==> config.mk <==
export PLATFORM = sky130hd
export DESIGN_NAME = l4s_scalable_congestion_window
export DESIGN_NICKNAME = d
export VERILOG_FILES = /design/src/rtl/lscw_pkg.sv /design/src/rtl/l4s_scalable_congestion_window.sv /design/src/rtl/lscw_front.sv /design/src/rtl/lscw_mul.sv /design/src/rtl/lscw_div.sv /design/src/rtl/lscw_back.sv
export VERILOG_INCLUDE_DIRS = /design/src /design/src/rtl
export SDC_FILE = /design/constraint.sdc
export NUM_CORES = 2
export LEC_CHECK = 0
export BUFFER_PORTS_ARGS = -buffer_cell sky130_fd_sc_hd__buf_2
export CAP_MARGIN = 20
export CORE_UTILIZATION = 45
export CTS_CLUSTER_DIAMETER = 150
export CTS_CLUSTER_SIZE = 30
export DETAILED_ROUTE_END_ITERATION = 6
export SETUP_SLACK_MARGIN = 0.05
export SLEW_MARGIN = 20
export SYNTH_ARGS = -nofsm -noshare
export SYNTH_HDL_FRONTEND = slang
export SYNTH_SLANG_ARGS = --single-unit
==> constraint.sdc <==
create_clock -name clk -period 38.8 [get_ports clk]
set_clock_uncertainty 0.15 [all_clocks]
set_input_delay 9.7 -clock clk [delete_from_list [all_inputs] [get_ports clk]]
set_output_delay 9.7 -clock clk [all_outputs]
set_load 0.005 [all_outputs]
==> src/rtl/assert_macros.svh <==
// Assertion helpers shared by the RTL; they compile away when SYNTH is set.
`ifndef ASSERT_MACROS_SVH
`define ASSERT_MACROS_SVH
`ifndef SYNTH
`define ASSERT_IMPLIES(label, clk, rst, ante, cons) \
  label: assert property (@(posedge clk) disable iff (rst) (ante) |-> (cons)) \
    else $error("assertion failed");
`define ASSERT_NEXT(label, clk, rst, ante, cons) \
  label: assert property (@(posedge clk) disable iff (rst) (ante) |=> (cons)) \
    else $error("assertion failed");
`else
`define ASSERT_IMPLIES(label, clk, rst, ante, cons)
`define ASSERT_NEXT(label, clk, rst, ante, cons)
`endif
`endif

==> src/rtl/lscw_pkg.sv <==
`default_nettype none
package lscw_pkg;

  localparam logic [1:0] OP_ACK  = 2'd0;
  localparam logic [1:0] OP_ECN  = 2'd1;
  localparam logic [1:0] OP_LOSS = 2'd2;
  localparam logic [1:0] OP_PC   = 2'd3;

  localparam logic [1:0] PH_OPEN     = 2'd0;
  localparam logic [1:0] PH_ECN      = 2'd1;
  localparam logic [1:0] PH_RECOVERY = 2'd2;

  localparam int CFG_IDX_W = 3;
  localparam logic [CFG_IDX_W-1:0] CFG_SEGMENT_SIZE = 3'd0;
  localparam logic [CFG_IDX_W-1:0] CFG_ALPHA_INIT   = 3'd1;
  localparam logic [CFG_IDX_W-1:0] CFG_RTT_TARGET   = 3'd2;
  localparam logic [CFG_IDX_W-1:0] CFG_SCALE_EN     = 3'd3;
  localparam logic [CFG_IDX_W-1:0] CFG_LOSS_BETA    = 3'd4;

  localparam logic [15:0] MSS_DEFAULT       = 16'd1200;
  localparam logic [15:0] SEG_RESET         = 16'd1200;
  localparam logic [10:0] ALPHA_INIT_RESET  = 11'd64;
  localparam logic [23:0] RTT_TARGET_RESET  = 24'd25000;
  localparam logic        SCALE_EN_RESET    = 1'b1;
  localparam logic [9:0]  BETA_RESET        = 10'd717;

  localparam int RESET_WINDOW_SEGMENTS = 10;
  localparam int PC_WINDOW_SEGMENTS    = 2;
  localparam int SRTT_OLD_WEIGHT       = 7;
  localparam int SRTT_SHIFT            = 3;
  localparam int BETA_SHIFT            = 10;
  localparam int ALPHA_OUT_W           = 11;

  localparam int MUL_A_W = 48;
  localparam int MUL_B_W = 24;
  localparam int MUL_P_W = 72;
  localparam int DIV_W   = 64;

  typedef struct packed {
    logic [15:0] seg;
    logic [10:0] alpha_init;
    logic [23:0] target;
    logic        scale_en;
    logic [9:0]  beta;
  } cfg_t;

  typedef struct packed {
    logic        is_ack;
    logic        is_ecn;
    logic        is_loss;
    logic        is_pc;
    logic [31:0] acked;
    logic [23:0] rtt;
    logic [31:0] ce;
  } cmd_t;

endpackage
`default_nettype wire

==> src/rtl/l4s_scalable_congestion_window.sv <==
`default_nettype none
`include "assert_macros.svh"
// Prague-style congestion window engine for one connection. Push one event
// (ack, ECN report, loss, persistent congestion) into the input queue; one
// result, the full state after that event, comes out of the result register
// in request order. The input side holds two requests, so until it is full
// it keeps taking events while the engine works and while a result waits to
// be popped. The engine handles one request at a time: a persistent
// congestion event, an ignored event or a slow start ack needs neither
// arithmetic unit; a loss runs through the shared shift-add multiplier only,
// and every other event runs through it and through the shared restoring
// divider. Those two units set the rate. Configuration writes are always
// taken (cfg_ready is tied high) and must only be issued while the block is
// idle. segment_size 0 stands for a 1200-byte segment.
module l4s_scalable_congestion_window #(
  parameter int ALPHA_SHIFT         = 10,
  parameter int EWMA_SHIFT          = 4,
  parameter int MIN_WINDOW_SEGMENTS = 2,
  parameter int RTT_SCALE_FLOOR_US  = 500,
  parameter int VIRTUAL_RTT_SHIFT   = 3,
  parameter int WINDOW_BITS         = 32
) (
  input  wire logic         clk,
  input  wire logic         rst,
  input  wire logic         push,
  output logic              full,
  input  wire logic [1:0]   operation,
  input  wire logic [31:0]  acked_byte_count,
  input  wire logic [23:0]  rtt_sample_us,
  input  wire logic [31:0]  ce_mark_count,
  output logic              empty,
  input  wire logic         pop,
  output logic [31:0]       window_bytes,
  output logic [31:0]       slow_start_threshold,
  output logic [10:0]       marking_fraction,
  output logic [1:0]        phase,
  output logic              slow_start_flag,
  output logic [23:0]       smoothed_rtt_us,
  output logic [23:0]       minimum_rtt_us,
  input  wire logic         cfg_valid,
  output logic              cfg_ready,
  input  wire logic [2:0]   cfg_index,
  input  wire logic [23:0]  cfg_data
);
  import lscw_pkg::*;

  cfg_t cfg;
  cmd_t cmd;
  logic cmd_valid;
  logic cmd_ready;
  logic res_valid;

  // configuration registers; writes to unused indexes are dropped
  assign cfg_ready = 1'b1;

  always_ff @(posedge clk) begin
    if (rst) begin
      cfg.seg <= SEG_RESET;
      cfg.alpha_init <= ALPHA_INIT_RESET;
      cfg.target <= RTT_TARGET_RESET;
      cfg.scale_en <= SCALE_EN_RESET;
      cfg.beta <= BETA_RESET;
    end else if (cfg_valid && cfg_ready) begin
      case (cfg_index)
        CFG_SEGMENT_SIZE: cfg.seg <= cfg_data[15:0];
        CFG_ALPHA_INIT:   cfg.alpha_init <= cfg_data[10:0];
        CFG_RTT_TARGET:   cfg.target <= cfg_data;
        CFG_SCALE_EN:     cfg.scale_en <= cfg_data[0];
        CFG_LOSS_BETA:    cfg.beta <= cfg_data[9:0];
        default: ;
      endcase
    end
  end

  // front: accept and classify requests into a short queue
  lscw_front u_front (
    .clk              (clk),
    .rst              (rst),
    .push             (push),
    .full             (full),
    .operation        (operation),
    .acked_byte_count (acked_byte_count),
    .rtt_sample_us    (rtt_sample_us),
    .ce_mark_count    (ce_mark_count),
    .cmd_valid        (cmd_valid),
    .cmd              (cmd),
    .cmd_ready        (cmd_ready)
  );

  // back: state update engine with its result register
  lscw_back #(
    .ALPHA_SHIFT         (ALPHA_SHIFT),
    .EWMA_SHIFT          (EWMA_SHIFT),
    .MIN_WINDOW_SEGMENTS (MIN_WINDOW_SEGMENTS),
    .RTT_SCALE_FLOOR_US  (RTT_SCALE_FLOOR_US),
    .VIRTUAL_RTT_SHIFT   (VIRTUAL_RTT_SHIFT),
    .WINDOW_BITS         (WINDOW_BITS)
  ) u_back (
    .clk           (clk),
    .rst           (rst),
    .cfg           (cfg),
    .cmd_valid     (cmd_valid),
    .cmd           (cmd),
    .cmd_ready     (cmd_ready),
    .res_valid     (res_valid),
    .res_pop       (pop),
    .res_window    (window_bytes),
    .res_threshold (slow_start_threshold),
    .res_alpha     (marking_fraction),
    .res_phase     (phase),
    .res_slow      (slow_start_flag),
    .res_srtt      (smoothed_rtt_us),
    .res_min_rtt   (minimum_rtt_us)
  );

  assign empty = !res_valid;

  // slow start only ever runs in the open phase
  `ASSERT_IMPLIES(a_slow_start_open, clk, rst, !empty && slow_start_flag, phase == PH_OPEN)
  // smoothed RTT stays zero only until the first sample, before any minimum
  `ASSERT_IMPLIES(a_rtt_first_sample, clk, rst, !empty && smoothed_rtt_us == 24'd0, minimum_rtt_us == 24'hFF_FFFF)
  // an accepted request is queued for the engine on the next cycle
  `ASSERT_NEXT(a_push_queued, clk, rst, push && !full, cmd_valid)

endmodule
`default_nettype wire

==> src/rtl/lscw_front.sv <==
`default_nettype none
module lscw_front (
  input  wire logic          clk,
  input  wire logic          rst,
  input  wire logic          push,
  output logic               full,
  input  wire logic [1:0]    operation,
  input  wire logic [31:0]   acked_byte_count,
  input  wire logic [23:0]   rtt_sample_us,
  input  wire logic [31:0]   ce_mark_count,
  output logic               cmd_valid,
  output lscw_pkg::cmd_t     cmd,
  input  wire logic          cmd_ready
);
  import lscw_pkg::*;

  localparam int Q_DEPTH = 2;
  localparam int PTR_W = $clog2(Q_DEPTH);

  cmd_t ent [Q_DEPTH];
  cmd_t cmd_in;
  logic [PTR_W-1:0] wptr;
  logic [PTR_W-1:0] rptr;
  logic [PTR_W:0] count;
  logic [PTR_W:0] count_next;
  logic do_push;
  logic do_pop;

  // classify the event kind on entry
  always_comb begin
    cmd_in = '0;
    cmd_in.acked = acked_byte_count;
    cmd_in.rtt = rtt_sample_us;
    cmd_in.ce = ce_mark_count;
    case (operation)
      OP_ACK:  cmd_in.is_ack = 1'b1;
      OP_ECN:  cmd_in.is_ecn = 1'b1;
      OP_LOSS: cmd_in.is_loss = 1'b1;
      OP_PC:   cmd_in.is_pc = 1'b1;
      default: cmd_in.is_pc = 1'b1;
    endcase
  end

  assign full = (count == (PTR_W + 1)'(Q_DEPTH));
  assign cmd_valid = (count != '0);
  assign cmd = ent[rptr];
  assign do_push = push && !full;
  assign do_pop = cmd_valid && cmd_ready;

  always_comb begin
    case ({do_push, do_pop})
      2'b10:   count_next = count + 1'b1;
      2'b01:   count_next = count - 1'b1;
      default: count_next = count;
    endcase
  end

  always_ff @(posedge clk) begin
    if (rst) begin
      wptr <= '0;
      rptr <= '0;
      count <= '0;
    end else begin
      if (do_push) begin
        wptr <= wptr + 1'b1;
      end
      if (do_pop) begin
        rptr <= rptr + 1'b1;
      end
      count <= count_next;
    end
  end

  always_ff @(posedge clk) begin
    if (do_push) begin
      ent[wptr] <= cmd_in;
    end
  end

endmodule
`default_nettype wire

==> src/rtl/lscw_mul.sv <==
`default_nettype none
module lscw_mul (
  input  wire logic                            clk,
  input  wire logic                            rst,
  input  wire logic                            start,
  input  wire logic [lscw_pkg::MUL_A_W-1:0]    a,
  input  wire logic [lscw_pkg::MUL_B_W-1:0]    b,
  output logic                                 done,
  output logic [lscw_pkg::MUL_P_W-1:0]         product
);
  import lscw_pkg::*;

  localparam int CNT_W = $clog2(MUL_B_W);

  logic busy;
  logic [CNT_W-1:0] cnt;
  logic [MUL_P_W-1:0] mc;
  logic [MUL_B_W-1:0] mp;

  // one multiplier bit per cycle, shift and add
  always_ff @(posedge clk) begin
    if (rst) begin
      busy <= 1'b0;
      done <= 1'b0;
      cnt <= '0;
    end else begin
      done <= 1'b0;
      if (start) begin
        busy <= 1'b1;
        cnt <= '0;
      end else if (busy) begin
        if (cnt == CNT_W'(MUL_B_W - 1)) begin
          busy <= 1'b0;
          done <= 1'b1;
        end else begin
          cnt <= cnt + 1'b1;
        end
      end
    end
  end

  always_ff @(posedge clk) begin
    if (start) begin
      mc <= MUL_P_W'(a);
      mp <= b;
      product <= '0;
    end else if (busy) begin
      if (mp[0]) begin
        product <= product + mc;
      end
      mc <= mc << 1;
      mp <= mp >> 1;
    end
  end

endmodule
`default_nettype wire

==> src/rtl/lscw_div.sv <==
`default_nettype none
module lscw_div (
  input  wire logic                          clk,
  input  wire logic                          rst,
  input  wire logic                          start,
  input  wire logic [lscw_pkg::DIV_W-1:0]    dividend,
  input  wire logic [lscw_pkg::DIV_W-1:0]    divisor,
  output logic                               done,
  output logic [lscw_pkg::DIV_W-1:0]         quotient
);
  import lscw_pkg::*;

  localparam int CNT_W = $clog2(DIV_W);

  logic busy;
  logic [CNT_W-1:0] cnt;
  logic [DIV_W:0] rem;
  logic [DIV_W-1:0] dsr;
  logic [DIV_W:0] rem_sh;
  logic [DIV_W:0] rem_diff;
  logic fits;

  // restoring division, one quotient bit per cycle
  assign rem_sh = {rem[DIV_W-1:0], quotient[DIV_W-1]};
  assign rem_diff = rem_sh - {1'b0, dsr};
  assign fits = (rem_sh >= {1'b0, dsr});

  always_ff @(posedge clk) begin
    if (rst) begin
      busy <= 1'b0;
      done <= 1'b0;
      cnt <= '0;
    end else begin
      done <= 1'b0;
      if (start) begin
        busy <= 1'b1;
        cnt <= '0;
      end else if (busy) begin
        if (cnt == CNT_W'(DIV_W - 1)) begin
          busy <= 1'b0;
          done <= 1'b1;
        end else begin
          cnt <= cnt + 1'b1;
        end
      end
    end
  end

  always_ff @(posedge clk) begin
    if (start) begin
      rem <= '0;
      dsr <= divisor;
      quotient <= dividend;
    end else if (busy) begin
      rem <= fits ? rem_diff : rem_sh;
      quotient <= {quotient[DIV_W-2:0], fits};
    end
  end

endmodule
`default_nettype wire

==> src/rtl/lscw_back.sv <==
`default_nettype none
module lscw_back #(
  parameter int ALPHA_SHIFT         = 10,
  parameter int EWMA_SHIFT          = 4,
  parameter int MIN_WINDOW_SEGMENTS = 2,
  parameter int RTT_SCALE_FLOOR_US  = 500,
  parameter int VIRTUAL_RTT_SHIFT   = 3,
  parameter int WINDOW_BITS         = 32
) (
  input  wire logic           clk,
  input  wire logic           rst,
  input  wire lscw_pkg::cfg_t cfg,
  input  wire logic           cmd_valid,
  input  wire lscw_pkg::cmd_t cmd,
  output logic                cmd_ready,
  output logic                res_valid,
  input  wire logic           res_pop,
  output logic [31:0]         res_window,
  output logic [31:0]         res_threshold,
  output logic [10:0]         res_alpha,
  output logic [1:0]          res_phase,
  output logic                res_slow,
  output logic [23:0]         res_srtt,
  output logic [23:0]         res_min_rtt
);
  import lscw_pkg::*;

  localparam int WB = WINDOW_BITS;
  localparam int AW = (ALPHA_SHIFT + 1 > ALPHA_OUT_W) ? ALPHA_SHIFT + 1 : ALPHA_OUT_W;
  localparam int CUT_SHIFT = ALPHA_SHIFT + 1;
  localparam logic [MUL_P_W-1:0] WIN_MAX = {{(MUL_P_W - WB){1'b0}}, {WB{1'b1}}};
  localparam logic [AW-1:0] ALPHA_TOP = {{(AW - 1){1'b0}}, 1'b1} << ALPHA_SHIFT;
  localparam logic [23:0] RTT_FLOOR = 24'(RTT_SCALE_FLOOR_US);
  localparam logic [WB-1:0] WIN_RESET = WB'(RESET_WINDOW_SEGMENTS * SEG_RESET);

  localparam logic [3:0] S_IDLE     = 4'd0;
  localparam logic [3:0] S_ACK_MUL  = 4'd1;
  localparam logic [3:0] S_ACK_DIV  = 4'd2;
  localparam logic [3:0] S_SC_MUL   = 4'd3;
  localparam logic [3:0] S_SC_DIV   = 4'd4;
  localparam logic [3:0] S_ECN_MUL  = 4'd5;
  localparam logic [3:0] S_ECN_DIV  = 4'd6;
  localparam logic [3:0] S_CUT_MUL  = 4'd7;
  localparam logic [3:0] S_LOSS_MUL = 4'd8;
  localparam logic [3:0] S_DONE     = 4'd9;

  function automatic logic [WB-1:0] sat_win(input logic [MUL_P_W-1:0] v);
    sat_win = (v > WIN_MAX) ? {WB{1'b1}} : v[WB-1:0];
  endfunction

  function automatic logic [31:0] sat32(input logic [WB-1:0] w);
    logic [MUL_P_W-1:0] wx;
    wx = MUL_P_W'(w);
    sat32 = (wx > MUL_P_W'(32'hFFFF_FFFF)) ? 32'hFFFF_FFFF : wx[31:0];
  endfunction

  logic [3:0] state, state_next;
  logic [WB-1:0] window, window_next;
  logic [31:0] threshold, threshold_next;
  logic [AW-1:0] alpha, alpha_next;
  logic [1:0] phase, phase_next;
  logic slow, slow_next;
  logic [23:0] srtt, srtt_next;
  logic [23:0] min_rtt, min_rtt_next;
  logic [63:0] acc, acc_next;
  logic [63:0] tot, tot_next;
  logic [31:0] sc_val, sc_val_next;
  logic sc_cut, sc_cut_next;

  logic mul_start;
  logic [MUL_A_W-1:0] mul_a;
  logic [MUL_B_W-1:0] mul_b;
  logic mul_done;
  logic [MUL_P_W-1:0] mul_p;
  logic div_start;
  logic [DIV_W-1:0] div_n;
  logic [DIV_W-1:0] div_d;
  logic div_done;
  logic [DIV_W-1:0] div_q;

  logic [15:0] mss;
  logic [21:0] floor_w;
  logic [17:0] pc_w;
  logic [23:0] r_eff;
  logic sc_skip;
  logic [23:0] srtt_upd;
  logic [MUL_P_W-1:0] win72;
  logic [MUL_P_W-1:0] floor72;
  logic [31:0] inc;
  logic [31:0] v_shr;
  logic [31:0] s_res;
  logic [47:0] mark_bytes;
  logic [64:0] sum65;
  logic [63:0] total;
  logic [AW+1:0] na_raw;
  logic [AW-1:0] na;
  logic [MUL_P_W-1:0] red;
  logic [MUL_P_W-1:0] red1;
  logic [MUL_P_W-1:0] cut_w;
  logic [MUL_P_W-1:0] cut_f;
  logic [WB-1:0] cut_win;
  logic [MUL_P_W-1:0] loss_w;
  logic [MUL_P_W-1:0] loss_f;
  logic [WB-1:0] loss_win;
  logic [WB-1:0] ss_win;
  logic [WB-1:0] ca_win;
  logic [WB-1:0] ca_skip_win;
  logic [WB-1:0] pc_win;
  logic [WB-1:0] win_div;
  logic res_load;

  lscw_mul u_mul (
    .clk     (clk),
    .rst     (rst),
    .start   (mul_start),
    .a       (mul_a),
    .b       (mul_b),
    .done    (mul_done),
    .product (mul_p)
  );

  lscw_div u_div (
    .clk      (clk),
    .rst      (rst),
    .start    (div_start),
    .dividend (div_n),
    .divisor  (div_d),
    .done     (div_done),
    .quotient (div_q)
  );

  assign mss = (cfg.seg == '0) ? MSS_DEFAULT : cfg.seg;
  assign floor_w = 22'(MIN_WINDOW_SEGMENTS) * {6'b0, mss};
  assign pc_w = 18'(PC_WINDOW_SEGMENTS) * {2'b0, mss};
  assign r_eff = (srtt < RTT_FLOOR) ? RTT_FLOOR : srtt;
  assign sc_skip = !cfg.scale_en || (srtt == '0) || (r_eff >= cfg.target);
  assign srtt_upd = (srtt == '0) ? cmd.rtt :
      24'(({3'b0, srtt} * 27'(SRTT_OLD_WEIGHT) + {3'b0, cmd.rtt}) >> SRTT_SHIFT);

  assign win72 = MUL_P_W'(window);
  assign floor72 = MUL_P_W'(floor_w);
  assign win_div = (window == '0) ? {{(WB - 1){1'b0}}, 1'b1} : window;

  // avoidance increase and virtual RTT scaling
  assign inc = (|div_q[DIV_W-1:32]) ? 32'hFFFF_FFFF : div_q[31:0];
  assign v_shr = sc_val >> VIRTUAL_RTT_SHIFT;
  assign s_res = (div_q[31:0] < v_shr) ? v_shr : div_q[31:0];
  assign ss_win = sat_win(win72 + MUL_P_W'(cmd.acked));
  assign ca_win = sat_win(win72 + MUL_P_W'(s_res));
  assign ca_skip_win = sat_win(win72 + MUL_P_W'(inc));

  // marking fraction EWMA
  assign mark_bytes = mul_p[47:0];
  assign sum65 = {1'b0, acc} + {17'b0, mark_bytes};
  assign total = sum65[64] ? {64{1'b1}} : sum65[63:0];
  assign na_raw = (AW + 2)'(alpha) - (AW + 2)'(alpha >> EWMA_SHIFT)
      + (AW + 2)'(div_q[AW:0] >> EWMA_SHIFT);
  assign na = (na_raw == '0) ? {{(AW - 1){1'b0}}, 1'b1} :
      (na_raw > (AW + 2)'(ALPHA_TOP)) ? ALPHA_TOP : na_raw[AW-1:0];

  // ECN cut and loss decrease
  assign red = mul_p >> CUT_SHIFT;
  assign red1 = (red == '0) ? MUL_P_W'(1) : red;
  assign cut_w = (red1 > win72) ? '0 : win72 - red1;
  assign cut_f = (cut_w < floor72) ? floor72 : cut_w;
  assign cut_win = sat_win(cut_f);
  assign loss_w = mul_p >> BETA_SHIFT;
  assign loss_f = (loss_w < floor72) ? floor72 : loss_w;
  assign loss_win = sat_win(loss_f);
  assign pc_win = sat_win(MUL_P_W'(pc_w));

  assign cmd_ready = (state == S_IDLE);
  assign res_load = (state == S_DONE) && (!res_valid || res_pop);

  always_comb begin
    state_next = state;
    window_next = window;
    threshold_next = threshold;
    alpha_next = alpha;
    phase_next = phase;
    slow_next = slow;
    srtt_next = srtt;
    min_rtt_next = min_rtt;
    acc_next = acc;
    tot_next = tot;
    sc_val_next = sc_val;
    sc_cut_next = sc_cut;
    mul_start = 1'b0;
    mul_a = MUL_A_W'(window);
    mul_b = '0;
    div_start = 1'b0;
    div_n = '0;
    div_d = '0;
    case (state)
      S_IDLE: begin
        if (cmd_valid) begin
          if (cmd.is_ack) begin
            if (cmd.rtt != '0) begin
              srtt_next = srtt_upd;
              if (cmd.rtt < min_rtt) begin
                min_rtt_next = cmd.rtt;
              end
            end
            if (phase == PH_RECOVERY) begin
              state_next = S_DONE;
            end else if (slow && (MUL_P_W'(window) < MUL_P_W'(threshold))) begin
              window_next = ss_win;
              if (phase == PH_ECN) begin
                phase_next = PH_OPEN;
              end
              state_next = S_DONE;
            end else begin
              slow_next = 1'b0;
              mul_start = 1'b1;
              mul_a = MUL_A_W'(cmd.acked);
              mul_b = MUL_B_W'(mss);
              state_next = S_ACK_MUL;
            end
          end else if (cmd.is_ecn) begin
            if (cmd.ce == '0) begin
              state_next = S_DONE;
            end else begin
              mul_start = 1'b1;
              mul_a = MUL_A_W'(cmd.ce);
              mul_b = MUL_B_W'(mss);
              state_next = S_ECN_MUL;
            end
          end else if (cmd.is_loss) begin
            if (phase == PH_RECOVERY) begin
              state_next = S_DONE;
            end else begin
              mul_start = 1'b1;
              mul_a = MUL_A_W'(window);
              mul_b = MUL_B_W'(cfg.beta);
              state_next = S_LOSS_MUL;
            end
          end else begin
            window_next = pc_win;
            threshold_next = sat32(pc_win);
            phase_next = PH_OPEN;
            slow_next = 1'b1;
            alpha_next = AW'(cfg.alpha_init);
            state_next = S_DONE;
          end
        end
      end
      S_ACK_MUL: begin
        if (mul_done) begin
          div_start = 1'b1;
          div_n = mul_p[DIV_W-1:0];
          div_d = DIV_W'(win_div);
          state_next = S_ACK_DIV;
        end
      end
      S_ACK_DIV: begin
        if (div_done) begin
          sc_val_next = inc;
          sc_cut_next = 1'b0;
          if (sc_skip) begin
            window_next = ca_skip_win;
            if (phase == PH_ECN) begin
              phase_next = PH_OPEN;
            end
            state_next = S_DONE;
          end else begin
            mul_start = 1'b1;
            mul_a = MUL_A_W'(inc);
            mul_b = r_eff;
            state_next = S_SC_MUL;
          end
        end
      end
      S_SC_MUL: begin
        if (mul_done) begin
          div_start = 1'b1;
          div_n = mul_p[DIV_W-1:0];
          div_d = DIV_W'(cfg.target);
          state_next = S_SC_DIV;
        end
      end
      S_SC_DIV: begin
        if (div_done) begin
          if (sc_cut) begin
            mul_start = 1'b1;
            mul_a = MUL_A_W'(window);
            mul_b = s_res[MUL_B_W-1:0];
            state_next = S_CUT_MUL;
          end else begin
            window_next = ca_win;
            if (phase == PH_ECN) begin
              phase_next = PH_OPEN;
            end
            state_next = S_DONE;
          end
        end
      end
      S_ECN_MUL: begin
        if (mul_done) begin
          tot_next = total;
          div_start = 1'b1;
          div_n = {16'b0, mark_bytes} << ALPHA_SHIFT;
          div_d = total;
          state_next = S_ECN_DIV;
        end
      end
      S_ECN_DIV: begin
        if (div_done) begin
          alpha_next = na;
          acc_next = tot;
          if (MUL_P_W'(tot) >= win72) begin
            sc_val_next = 32'(na);
            sc_cut_next = 1'b1;
            mul_start = 1'b1;
            if (sc_skip) begin
              mul_a = MUL_A_W'(window);
              mul_b = MUL_B_W'(na);
              state_next = S_CUT_MUL;
            end else begin
              mul_a = MUL_A_W'(na);
              mul_b = r_eff;
              state_next = S_SC_MUL;
            end
          end else begin
            state_next = S_DONE;
          end
        end
      end
      S_CUT_MUL: begin
        if (mul_done) begin
          window_next = cut_win;
          phase_next = PH_ECN;
          if (slow) begin
            slow_next = 1'b0;
            threshold_next = sat32(cut_win);
          end
          acc_next = '0;
          state_next = S_DONE;
        end
      end
      S_LOSS_MUL: begin
        if (mul_done) begin
          window_next = loss_win;
          threshold_next = sat32(loss_win);
          phase_next = PH_RECOVERY;
          slow_next = 1'b0;
          state_next = S_DONE;
        end
      end
      S_DONE: begin
        if (res_load) begin
          state_next = S_IDLE;
        end
      end
      default: state_next = S_IDLE;
    endcase
  end

  always_ff @(posedge clk) begin
    if (rst) begin
      state <= S_IDLE;
      window <= WIN_RESET;
      threshold <= 32'hFFFF_FFFF;
      alpha <= AW'(ALPHA_INIT_RESET);
      phase <= PH_OPEN;
      slow <= 1'b1;
      srtt <= '0;
      min_rtt <= 24'hFF_FFFF;
      acc <= '0;
      res_valid <= 1'b0;
    end else begin
      state <= state_next;
      window <= window_next;
      threshold <= threshold_next;
      alpha <= alpha_next;
      phase <= phase_next;
      slow <= slow_next;
      srtt <= srtt_next;
      min_rtt <= min_rtt_next;
      acc <= acc_next;
      if (res_load) begin
        res_valid <= 1'b1;
      end else if (res_pop) begin
        res_valid <= 1'b0;
      end
    end
  end

  always_ff @(posedge clk) begin
    tot <= tot_next;
    sc_val <= sc_val_next;
    sc_cut <= sc_cut_next;
    if (res_load) begin
      res_window <= win72[31:0];
      res_threshold <= threshold;
      res_alpha <= alpha[ALPHA_OUT_W-1:0];
      res_phase <= phase;
      res_slow <= slow;
      res_srtt <= srtt;
      res_min_rtt <= min_rtt;
    end
  end

endmodule
`default_nettype wire
==> results.yml <==
clocking:
  cts.sinks: 1039
  ctsRootBufferMaster: "clkbuf_16"
  clkTransAtPathRegs_ns: 0.12
  insertion_delay_ns: 0.73
  cts_max_level: 2
  cts_setup_buffers: 0
  cts_tree: "done"
  numCtsBuffers: 42
  cts_resized: 0
  clockBufferDepth: 3
  cts-hold-fix-buffers: 0
sta:
  final-max-slew-violation-count: 0
  fin_crit_ns: 11.33
  worst_pin_slew_ns: 1.144
  grt_setup_unrepaired: "false"
  hold_viol_final: 0
  fmax_mhz: 88.28
  holdWs_ns: 0.2942
  setup_tns_ns: 0
  min_period_over_period: 0.2919
  slew_headroom: 0.2372
  final-setup-viol-count: 0
route:
  dr.pass1.iters: 7
  wire_per_inst_um: 25.76
  wirelength_mm: 242.1
  drc: 4
  vias_per_cell: 6.212
  num_vias: 58390
  drt_iter0_drc: 6413
  antenna_left: 0
critical_path:
  startpoint: "u_front.count[0]"
  cp_data_required_time_ns: 28.95
  crit_type: "reg -> out"
  r2r_start: "u_back.u_mul.product[46]"
  end_kind: "output pin"
  r2r_end: "u_back.window[15]"
  max_stage_delay_ns: 0.42
  r2r_cells: 34
  cp-start-kind: "register"
  cp_cell_sequence: "nand2b_1 > inv_1 > buf_2"
  cpMaxStageDelayCell: "dfxtp_1"
  arrival_ns: 1.48
  r2r_setup_slack_ns: 29.61
  critPathMaxFanout: 4
status:
  failed_checks: "design-rule violations"
  outcome: "complete, but fails checks"
floorplanning:
  coreArea_sq_um: 147700
  dieHeight_um: 387.8
  ios: 251
  die_w_um: 387.8
  initial_utilization: 0.4535
  dieArea_sq_um: 150400
  row_count: 141
grt:
  antenna_found_initial: 15
  grt_pass1_wl_mm: 353.2
  grt_pass1_vias: 54840
  grt_overflow: 0
  grt_max_degree: 186
  grt_usage: 0.3103
logic_synthesis:
  synth_area_leader_cell: "edfxtp_1"
  ys_ff_latch: 1039
  synth_top_area_frac: 0.2699
  synth_area_leaders: "edfxtp_1 (27%), dfxtp_1 (13%), ha_1 (10%)"
  synth_edf_count: 602
  syn_area_per_cell_sq_um: 9.117
  syn_area_sq_um: 66970
  yosysWarnings: 0
  synthCells: 7346
  async_flop_share: 0
  yosysUniqueCellTypes: 94
  synth_nets: 8066
  synth_top_flop_cell: "edfxtp_1"
  yosysSeqAreaShare: 0.4006
hold_path:
  min-delay-start: "u_back.min_rtt[8]"
  worstHoldPathType: "reg -> reg"
  holdPathEnd: "u_back.res_min_rtt[8]"
  hold_depth: 0
finish:
  syn_to_final_growth_pct: 7.486
  layout_commonest_cell: "a21oi_1"
  drive_gt1_frac: 0.08589
  fin_area_sq_um: 71990
  fin_nets: 8149
  layout_common_cells: "a21oi_1 (772), nor2_1 (626), edfxtp_1 (602)"
power:
  power_switching_uw: 2321
  power.total_uw: 4869
  ir_worst_vdd_mv: 0.06081
  p_int_uw: 2548
  power_frac_clock: 0.125
  pwr-share-comb: 0.557
  power_frac_seq: 0.318
  p_leak_uw: 0.02999
  swShare: 0.4767
  power_density_nw_per_um2: 67.64
placement:
  io_buffer_count: 249
  dpl-instance-area_sq_um: 70590
  gp_congestion: 1.035
  dp_hpwl_mm: 182.8
run:
  maxCapViolations: 0
registers in the layout, summed over array words and instances, names as in the netlist, 5 cells and up, named ones only:
name,flops
u_back.res_threshold,32
u_back.u_mul.mc,72
u_back.res_alpha,11
u_back.sc_val,29
u_back.u_div.dsr,64
u_back.tot,64
u_back.alpha,11
u_back.res_min_rtt,24
u_back.min_rtt,24
u_back.window,32
u_back.res_window,32
u_back.u_div.cnt,6
cfg,62
u_back.srtt,24
u_back.threshold,32
u_back.res_srtt,24
u_back.u_mul.product,72
u_back.u_div.quotient,64
u_front.ent,182
u_back.acc,64
u_back.u_mul.mp,24
u_back.u_mul.cnt,5
u_back.u_div.rem,64
logic make-up (layout without fill, tap and decap cells):
logic type,count (synthesis),in the layout,synth area share
and+or+nand+nor,2080,2080,0.1459
adders and majority gates,599,599,0.1179
other,1,7,0.00005599
AOI/OAI and AO/OA,2294,2294,0.2181
xor gates and xnor gates,314,314,0.04118
buffers and inverters,833,950,0.04706
DFF,1039,1039,0.4006
muxes,186,186,0.02929
per-stage QoR:
step / utilization / std cells / setup WS (ns)
after CTS: 0.4871 / 9392 / 27.45
after floorplan: - / 7346 / 19.02
final: 0.4875 / 9399 / 27.47
after detailed placement: 0.4781 / 9314 / 26.83
after global routing: 0.4874 / 9395 / 27.41
after global placement: 0.4781 / 9314 / 26.83
worst max path at each step:
stage,end,cells after the start
final,full,3
after detailed placement,u_front.ent[0][80],4
after global placement,u_front.ent[0][82],4
after CTS,full,3
after floorplan,u_back.res_alpha[0],2
after global routing,full,3
power groups by stage:
stage          clock (uW)  combinational, uW  sequential, uW
4_1_cts               624               2640            1540
3_3_place_gp            0               2600            1560
3_5_place_dp            0               2620            1570
6_report              609               2710            1550
2_1_floorplan           0               1790            1500
5_1_grt               652               2920            1550
critical path, delay by kind of cell, from the launching register on:
family                 cells  cell delay, ns
DFF                        1            0.42
and+or+nand+nor            1            0.17
buffers and inverters      2            0.17
synthesized netlist by cell type (all sizes together), types with 26 or more instances:
master	number
mux2i	106
nand4	91
o21ai	475
mux2	80
buf	41
xor2	110
a31oi	84
nand2	596
a211o	58
nor4	76
a21oi	777
nor3	128
a222oi	48
nor2b	70
or2	45
ha	544
a211oi	85
o21a	74
edfxtp	602
a221oi	43
a22oi	44
nand3	166
xnor2	204
fa	54
a21o	236
o211ai	26
clkbuf	316
inv	475
dfxtp	437
o22ai	34
nand2b	67
a22o	30
and2	62
nor2	632
o21bai	43
and3	46
per-layer routing:
metal  wire length (um)  global-route usage
met5                 96                   0
met1             101200              0.4160
met3              20000             0.04928
met2             107200              0.4848
met4              13680              0.1551
area by class of cell:
type / instances / area, sq um
Sequential cell: 1039 / 26830
Antenna cell: 6 / 15.01
Timing Repair Buffer: 396 / 2392
Fill cell: 14070 / 75680
Inverter: 476 / 1790
Clock inverter: 10 / 146.4
Tap cell: 1930 / 2415
Multi-Input combinational cell: 5474 / 37200
Clock buffer: 68 / 1191
Power figures use the tool's default switching activity.
